### config.mk
export PLATFORM = sky130hd
export DESIGN_NAME = melody_tone_sequencer
export DESIGN_NICKNAME = d
export VERILOG_FILES = /design/src/rtl/mts_pkg.sv /design/src/rtl/melody_tone_sequencer.sv
export SDC_FILE = /design/constraint.sdc
export NUM_CORES = 2
export LEC_CHECK = 0
export BUFFER_PORTS_ARGS = -buffer_cell sky130_fd_sc_hd__buf_2
export CORE_MARGIN = 5
export CORE_UTILIZATION = 40
export DETAILED_ROUTE_END_ITERATION = 10
export PLACE_DENSITY = 0.64
export RECOVER_POWER = 100
export SYNTH_ARGS = -nofsm -noshare
export SYNTH_HDL_FRONTEND = slang
export SYNTH_SLANG_ARGS = --single-unit
### constraint.sdc
create_clock -name clk -period 15.5 [get_ports clk]
set_clock_uncertainty 0.15 [all_clocks]
set_input_delay 4.65 -clock clk [delete_from_list [all_inputs] [get_ports clk]]
set_output_delay 4.65 -clock clk [all_outputs]
set_load 0.005 [all_outputs]
### src/rtl/mts_pkg.sv
// mts_pkg: shared types and constants for the melody tone sequencer
// command codes, tone update codes, field widths and stream packing widths
// no dependencies
package mts_pkg;

  localparam int MELODY_SLOTS_DEF     = 8;
  localparam int NOTES_PER_MELODY_DEF = 8;

  localparam int MEL_W  = 3;
  localparam int NOTE_W = 3;
  localparam int FREQ_W = 16;
  localparam int DUR_W  = 16;
  localparam int LEN_W  = 4;
  localparam int WORD_W = FREQ_W + DUR_W;

  localparam int IN_TDATA_W  = 40;
  localparam int OUT_TDATA_W = 24;

  typedef enum logic [1:0] {
    CMD_TICK = 2'd0,
    CMD_PLAY = 2'd1,
    CMD_STOP = 2'd2,
    CMD_LOAD = 2'd3
  } cmd_t;

  // what the tone register does once the new note position is known
  typedef enum logic [1:0] {
    TONE_KEEP = 2'd0,
    TONE_ZERO = 2'd1,
    TONE_NOTE = 2'd2
  } tone_act_t;

endpackage

### src/rtl/melody_tone_sequencer.sv
// melody_tone_sequencer: plays stored melodies out of a note store
// result appears on out_tvalid once its request has passed the execute stage
// (from the input register), the tone stage and the tone fetch into the output register
// sustains one request per cycle while out_tready does not stall the output; the note store port is read every cycle
// reset clears melody lengths, player state and mute; the note store is not
// cleared and needs no clearing pass, so requests are taken right after reset
module melody_tone_sequencer #(
  parameter int MELODY_SLOTS     = mts_pkg::MELODY_SLOTS_DEF,
  parameter int NOTES_PER_MELODY = mts_pkg::NOTES_PER_MELODY_DEF
) (
  input  logic                             clk,
  input  logic                             rst_n,
  input  logic                             cfg_we,
  input  logic                             cfg_wdata,   // mute
  input  logic                             in_tvalid,
  output logic                             in_tready,
  // melody_id[2:0], note_index[5:3], note_freq[21:6], note_dur[37:22],
  // repeat_req[38], zero fill
  input  logic [mts_pkg::IN_TDATA_W-1:0]   in_tdata,
  input  logic [1:0]                       in_tuser,    // cmd
  input  logic                             in_tlast,    // note_last
  output logic                             out_tvalid,
  input  logic                             out_tready,
  // tone_freq[15:0], playing[16], note_pos[19:17], zero fill
  output logic [mts_pkg::OUT_TDATA_W-1:0]  out_tdata
);

  localparam int DEPTH     = MELODY_SLOTS * NOTES_PER_MELODY;
  localparam int AW        = (DEPTH > 1) ? $clog2(DEPTH) : 1;
  localparam int MEL_SPAN  = 1 << mts_pkg::MEL_W;
  localparam int LEN_DEPTH = (MELODY_SLOTS < MEL_SPAN) ? MELODY_SLOTS : MEL_SPAN;
  localparam int LEN_IW    = (LEN_DEPTH > 1) ? $clog2(LEN_DEPTH) : 1;

  localparam int FW = mts_pkg::FREQ_W;
  localparam int DW = mts_pkg::DUR_W;
  localparam int MW = mts_pkg::MEL_W;
  localparam int NW = mts_pkg::NOTE_W;
  localparam int LW = mts_pkg::LEN_W;
  localparam int WW = mts_pkg::WORD_W;

  // configuration
  logic mute_r;

  // execute stage (input register)
  logic                 e_v_r;
  mts_pkg::cmd_t        e_cmd_r;
  logic [MW-1:0]        e_mel_r;
  logic [NW-1:0]        e_idx_r;
  logic [FW-1:0]        e_freq_r;
  logic [DW-1:0]        e_dur_r;
  logic                 e_last_r;
  logic                 e_rep_r;

  // player state
  logic [MW-1:0]        cur_mel_r, cur_mel_nxt;
  logic [NW-1:0]        note_r, note_nxt;
  logic [DW-1:0]        elapsed_r, elapsed_nxt;
  logic                 playing_r, playing_nxt;
  logic                 rep_r, rep_nxt;
  logic [LW-1:0]        cur_len_r, cur_len_nxt;
  logic [LW-1:0]        len_r [LEN_DEPTH];
  logic [FW-1:0]        tone_r;

  // tone stage
  logic                 p_v_r;
  mts_pkg::tone_act_t   p_act_r;
  mts_pkg::tone_act_t   act_nxt;
  logic                 p_playing_r;
  logic [NW-1:0]        p_note_r;

  // output register
  logic                 o_v_r;
  logic [FW-1:0]        o_tone_r;
  logic                 o_play_r;
  logic [NW-1:0]        o_note_r;

  // note store
  logic [WW-1:0]        mem [DEPTH];
  logic [WW-1:0]        rd_q_r;
  logic                 byp_hit_r;
  logic [WW-1:0]        byp_data_r;
  logic [WW-1:0]        cur_word;
  logic [AW-1:0]        rd_addr, wr_addr;
  logic                 mem_we, len_we;

  logic                 e_adv, p_adv, exec;
  logic                 mel_ok, idx_ok, wrap, ignore;
  logic [LW-1:0]        play_len;
  logic [LW-1:0]        next_note;
  logic [LW-1:0]        load_len;
  logic [DW-1:0]        el_inc;
  logic [FW-1:0]        tone_sel;

  assign p_adv     = !o_v_r || out_tready;
  assign e_adv     = !p_v_r || p_adv;
  assign in_tready = !e_v_r || e_adv;
  assign exec      = e_v_r && e_adv;

  assign out_tvalid = o_v_r;
  assign out_tdata  = {{(mts_pkg::OUT_TDATA_W - FW - 1 - NW){1'b0}},
                       o_note_r, o_play_r, o_tone_r};

  // word at the current position as the store holds it right now
  assign cur_word = byp_hit_r ? byp_data_r : rd_q_r;

  assign mel_ok   = 32'(e_mel_r) < MELODY_SLOTS;
  assign idx_ok   = 32'(e_idx_r) < NOTES_PER_MELODY;
  assign play_len = mel_ok ? len_r[e_mel_r[LEN_IW-1:0]] : '0;
  assign load_len = {1'b0, e_idx_r} + LW'(1);
  assign el_inc   = (elapsed_r == '1) ? elapsed_r : elapsed_r + DW'(1);
  assign next_note = {1'b0, note_r} + LW'(1);
  assign wrap     = (next_note >= cur_len_r) || (32'(next_note) >= NOTES_PER_MELODY);
  assign ignore   = (mute_r && !e_rep_r)
                 || (playing_r && play_len == LW'(1) && cur_len_r > LW'(1) && !e_rep_r)
                 || (play_len == '0);

  assign wr_addr = AW'(32'(e_mel_r) * NOTES_PER_MELODY + 32'(e_idx_r));
  assign rd_addr = AW'(32'(cur_mel_nxt) * NOTES_PER_MELODY + 32'(note_nxt));

  always_comb begin
    cur_mel_nxt = cur_mel_r;
    note_nxt    = note_r;
    elapsed_nxt = elapsed_r;
    playing_nxt = playing_r;
    rep_nxt     = rep_r;
    cur_len_nxt = cur_len_r;
    act_nxt     = mts_pkg::TONE_KEEP;
    mem_we      = 1'b0;
    len_we      = 1'b0;
    if (exec) begin
      case (e_cmd_r)
        mts_pkg::CMD_TICK: begin
          if (playing_r) begin
            if (el_inc < cur_word[DW-1:0]) begin
              elapsed_nxt = el_inc;
            end else if (wrap && !rep_r) begin
              elapsed_nxt = el_inc;
              playing_nxt = 1'b0;
              act_nxt     = mts_pkg::TONE_ZERO;
            end else begin
              note_nxt    = wrap ? '0 : next_note[NW-1:0];
              elapsed_nxt = '0;
              act_nxt     = mts_pkg::TONE_NOTE;
            end
          end
        end
        mts_pkg::CMD_PLAY: begin
          if (!ignore) begin
            cur_mel_nxt = e_mel_r;
            note_nxt    = '0;
            elapsed_nxt = '0;
            playing_nxt = 1'b1;
            rep_nxt     = e_rep_r;
            cur_len_nxt = play_len;
            act_nxt     = mts_pkg::TONE_NOTE;
          end
        end
        mts_pkg::CMD_STOP: begin
          playing_nxt = 1'b0;
          rep_nxt     = 1'b0;
          act_nxt     = mts_pkg::TONE_ZERO;
        end
        mts_pkg::CMD_LOAD: begin
          if (mel_ok && idx_ok) begin
            mem_we = 1'b1;
            if (e_last_r) begin
              len_we = 1'b1;
              // keep the cached length of the current melody in step
              if (e_mel_r == cur_mel_r) cur_len_nxt = load_len;
            end
          end
        end
        default: begin
        end
      endcase
    end
  end

  always_comb begin
    case (p_act_r)
      mts_pkg::TONE_NOTE: tone_sel = cur_word[WW-1:DW];
      mts_pkg::TONE_ZERO: tone_sel = '0;
      default:            tone_sel = tone_r;
    endcase
  end

  // control registers
  always_ff @(posedge clk) begin
    if (!rst_n) begin
      mute_r    <= 1'b0;
      e_v_r     <= 1'b0;
      p_v_r     <= 1'b0;
      o_v_r     <= 1'b0;
      cur_mel_r <= '0;
      note_r    <= '0;
      elapsed_r <= '0;
      playing_r <= 1'b0;
      rep_r     <= 1'b0;
      cur_len_r <= '0;
      tone_r    <= '0;
      byp_hit_r <= 1'b0;
      for (int i = 0; i < LEN_DEPTH; i++) len_r[i] <= '0;
    end else begin
      if (cfg_we) mute_r <= cfg_wdata;
      if (in_tready) e_v_r <= in_tvalid;
      if (e_adv) p_v_r <= e_v_r;
      if (p_adv) o_v_r <= p_v_r;
      cur_mel_r <= cur_mel_nxt;
      note_r    <= note_nxt;
      elapsed_r <= elapsed_nxt;
      playing_r <= playing_nxt;
      rep_r     <= rep_nxt;
      cur_len_r <= cur_len_nxt;
      if (p_adv && p_v_r) tone_r <= tone_sel;
      byp_hit_r <= mem_we && (wr_addr == rd_addr);
      if (len_we) len_r[e_mel_r[LEN_IW-1:0]] <= load_len;
    end
  end

  // payload registers
  always_ff @(posedge clk) begin
    if (in_tready) begin
      e_cmd_r  <= mts_pkg::cmd_t'(in_tuser);
      e_mel_r  <= in_tdata[2:0];
      e_idx_r  <= in_tdata[5:3];
      e_freq_r <= in_tdata[21:6];
      e_dur_r  <= in_tdata[37:22];
      e_rep_r  <= in_tdata[38];
      e_last_r <= in_tlast;
    end
    if (e_adv) begin
      p_act_r     <= act_nxt;
      p_playing_r <= playing_nxt;
      p_note_r    <= note_nxt;
    end
    if (p_adv) begin
      o_tone_r <= tone_sel;
      o_play_r <= p_playing_r;
      o_note_r <= p_note_r;
    end
  end

  // note store, read every cycle at the position the player moves to
  always_ff @(posedge clk) begin
    if (mem_we) mem[wr_addr] <= {e_freq_r, e_dur_r};
    rd_q_r     <= mem[rd_addr];
    byp_data_r <= {e_freq_r, e_dur_r};
  end

  a_rep_needs_play: assert property (@(posedge clk) disable iff (!rst_n)
    rep_r |-> playing_r)
    else $error("repeat flag set while not playing");

  a_play_has_len: assert property (@(posedge clk) disable iff (!rst_n)
    playing_r |-> cur_len_r != '0)
    else $error("playing a melody of length zero");

  a_zero_stops: assert property (@(posedge clk) disable iff (!rst_n)
    (p_v_r && p_act_r == mts_pkg::TONE_ZERO) |-> !p_playing_r)
    else $error("tone silenced while still playing");

  a_stall_holds: assert property (@(posedge clk) disable iff (!rst_n)
    (p_v_r && !p_adv) |=> ($stable(note_r) && $stable(elapsed_r) && $stable(cur_mel_r)))
    else $error("player state moved while tone stage stalled");

endmodule

==> metrics.md <==
| Metric | Value |
|---|---|
| Run status | `complete, but fails checks` |
| Violated checks | `capacitance limit, slew limit` |
| Layout area overhead | `11.7%` |
| All-Layer GR Usage | `20.6%` |
| WL/cell | `24.9 um` |
| Post-CTS setup buffers | `0` |
| Yosys synthesis warning count | `0` |
| Largest net degree at the start of global routing | `176` |
| Asr flop ratio synth | `0%` |
| Fin area | `99800 um2` |
| H-tree levels | `4` |
| Crit Path Category | `in -> reg` |
| Area share of the largest cell type after synthesis | `72.2%` |
| Crit path required time | `15.99 ns` |
| Top FF cell, synth | `edfxtp_1` |
| Post-CTS resize count | `0` |
| Vias in the first global route | `53400` |
| Tmin final | `12.85 ns` |
| Initial Util | `40.2%` |
| Final Hold Viols | `0` |
| Chip Width | `483 um` |
| Crit start category | `primary input` |
| Fmax | `0.0778 GHz` |
| Ports | `75` |
| Final Setup Violations | `0` |
| Placeable Area | `222000 um2` |
| Static Leak | `33.2 nW` |
| Detailed Place HPWL | `130 mm` |
| Hold-fix buffers, CTS | `0` |
| Max VDD drop | `0.000106 V` |
| First-pass GRT wire length | `358 mm` |
| DR iter-0 viols | `6573` |
| Buffers on Ports | `69` |
| Synth Register Bits | `2264` |
| Synthesized area | `89400 um2` |
| Dpl cell area | `93600 um2` |
| Share of layout cells above drive strength 1 | `7.41%` |
| Cell variety after synth | `76` |
| Vias | `56100` |
| Max_slew headroom | `-142%` |
| Pre-antenna DRT Iters | `6` |
| Fin Hold WS | `0.279 ns` |
| Most frequent cells in the layout | `edfxtp_1, nand2_1, nand3_1` |
| Die ar. | `233000 um2` |
| DRC viols | `0` |
| Syn Area/Cell | `13.4 um2` |
| Die Span Y | `483 um` |
| Worst Tran Pin Value | `3.63 ns` |
| Area leader, netlist | `edfxtp_1` |
| Post-synth EDFFs | `2148` |
| Clk slew on worst S/H paths | `0.06 ns` |
| Finished Layout Cells | `9845` |
| Synth area leaders | `edfxtp_1, nand2_1, nand3_1` |
| Final #Nets | `6749` |
| DRT antenna net count | `0` |
| WL final | `245 mm` |
| Initial antenna violation count | `5` |
| CTS Sinks | `2264` |
| Crit. End Element | `flop` |
| RD Place Congestion | `0.831` |
| Row cnt | `173` |
| Sequential element share of the synthesized area | `74.8%` |
| RSZ-0062 raised after global routing | `no` |
| Clock latency on the worst-skew pair | `0.85 ns` |
| Root buf cell | `clkbuf_16` |
| Fin Setup TNS | `0 ns` |
| Cell count after synthesis | `6654` |
| PD cells | `121 nW/um2` |
| Vias per cell | `5.70` |
| Commonest non-fill, non-tap cell in the layout | `edfxtp_1` |
| TritonCTS Buffers | `219` |
| Critical Path Fanout Max | `54` |
| Crit path DAT | `13.35 ns` |
| HP Class | `reg -> reg` |
| Max-cap violations | `115` |
| CTS tree | `built` |
| Max-slew violation count | `4405` |
| Overall Power | `12.1 mW` |
| Overflow after GRT | `0` |
| Max Root-Sink Buffers | `3` |
| Crit share post-route | `82.9%` |
| Placed cells | `9431` |
## cells in the mapped netlist, types with 9 or more instances
cell type and number:
inv_1 11, a32oi_1 16, a31oi_1 184, clkbuf_1 158, edfxtp_1 2148, o21ai_0 86, nor3_1 19, nor2b_1 9
mux2i_1 197, a211oi_1 11, a21oi_1 64, and3_1 194, buf_2 155, nor2_1 191, xor2_1 12, buf_1 97
ha_1 23, o22ai_1 9, and4_1 20, a22oi_1 24, and2_1 9, nand3_1 604, xnor2_1 9, a221oi_1 25
mux2_2 37, o211ai_1 26, dfxtp_1 116, buf_4 10, nand4_1 23, nand2_1 1877, a311oi_1 152, o221ai_1 13
## flip-flops by register name (all words and copies together), names as in the netlist, 4 cells and up, named ones only
signal / count
rd_q_r: 32
mem: 2048
e_dur_r: 16
byp_data_r: 32
o_tone_r: 16
elapsed_r: 16
cur_len_r: 4
e_freq_r: 16
len_r: 32
tone_r: 16
## per-stage QoR
stage	setup slack (ns)	util, %
4_1_cts	5.13	45.2
5_1_grt	2.54	44.9
6_report	2.65	44.9
3_3_place_gp	4.76	42.1
3_5_place_dp	4.70	42.1
2_1_floorplan	4.82	-
## final cells by class
type | count | area [um2]
clock inverter | 109 | 928
clock buffer | 300 | 5990
timing repair buffer | 220 | 1260
fill | 19500 | 122000
tap | 2975 | 3720
antenna | 5 | 12.5
sequential | 2264 | 66800
multi-input combinational | 3958 | 21000
inverter | 14 | 68.8
## per-layer routing
metal	global-route usage (%)	part of all wire (%)	up-vias
li1	-	-	24700
met1	28.2	40	28400
met3	3.24	8.4	465
met2	32.9	46	2604
met4	8.53	4.7	2
met5	0	0.0057	-
## final timing paths
check | endpoint | cells after the start | slack (ns) | from
hold reg to reg | o_note_r[2] | 0 | 0.28 | p_note_r[2]
hold / removal | o_note_r[2] | 0 | 0.28 | p_note_r[2]
setup reg to reg | rd_q_r[30] | 25 | 3.52 | elapsed_r[0]
setup / recovery | rd_q_r[30] | 16 | 2.65 | out_tready
## power breakdown
| part | switching, mW | internal, mW | leakage, nW |
|---|---|---|---|
| clock network | 2.27 | 2.86 | 3.39 |
| logic | 0.184 | 0.0391 | 9.32 |
| registers | 0.0156 | 6.72 | 20.5 |
## worst max-delay path, cell delays in order
cell and delay, ns:
buf_2 0.07, nor2b_1 0.05, and2_0 0.20, inv_1 0.40, and2_0 0.32, nand2b_1 0.16
and2_1 0.21, a41o_1 0.25, nor2_1 1.40, clkinvlp_2 2.35, buf_4 0.97, mux2i_1 0.26
mux2_2 0.17, o221ai_1 0.27, nor4_1 1.23, o21ai_1 0.31
## cell families (layout without fill, tap and decap cells)
group	after synthesis	after routing	synth area share [%]
muxes	240	240	2.82
adders and majority gates	23	23	0.322
buffers and inverters	435	643	2.09
and+or+nand+nor	2991	2991	14.4
DFF	2264	2264	74.8
xor gates and xnor gates	21	21	0.206
AOI/OAI and AO/OA	679	679	5.39
other	1	9	0.00420
(Power assumes the default switching activity.)
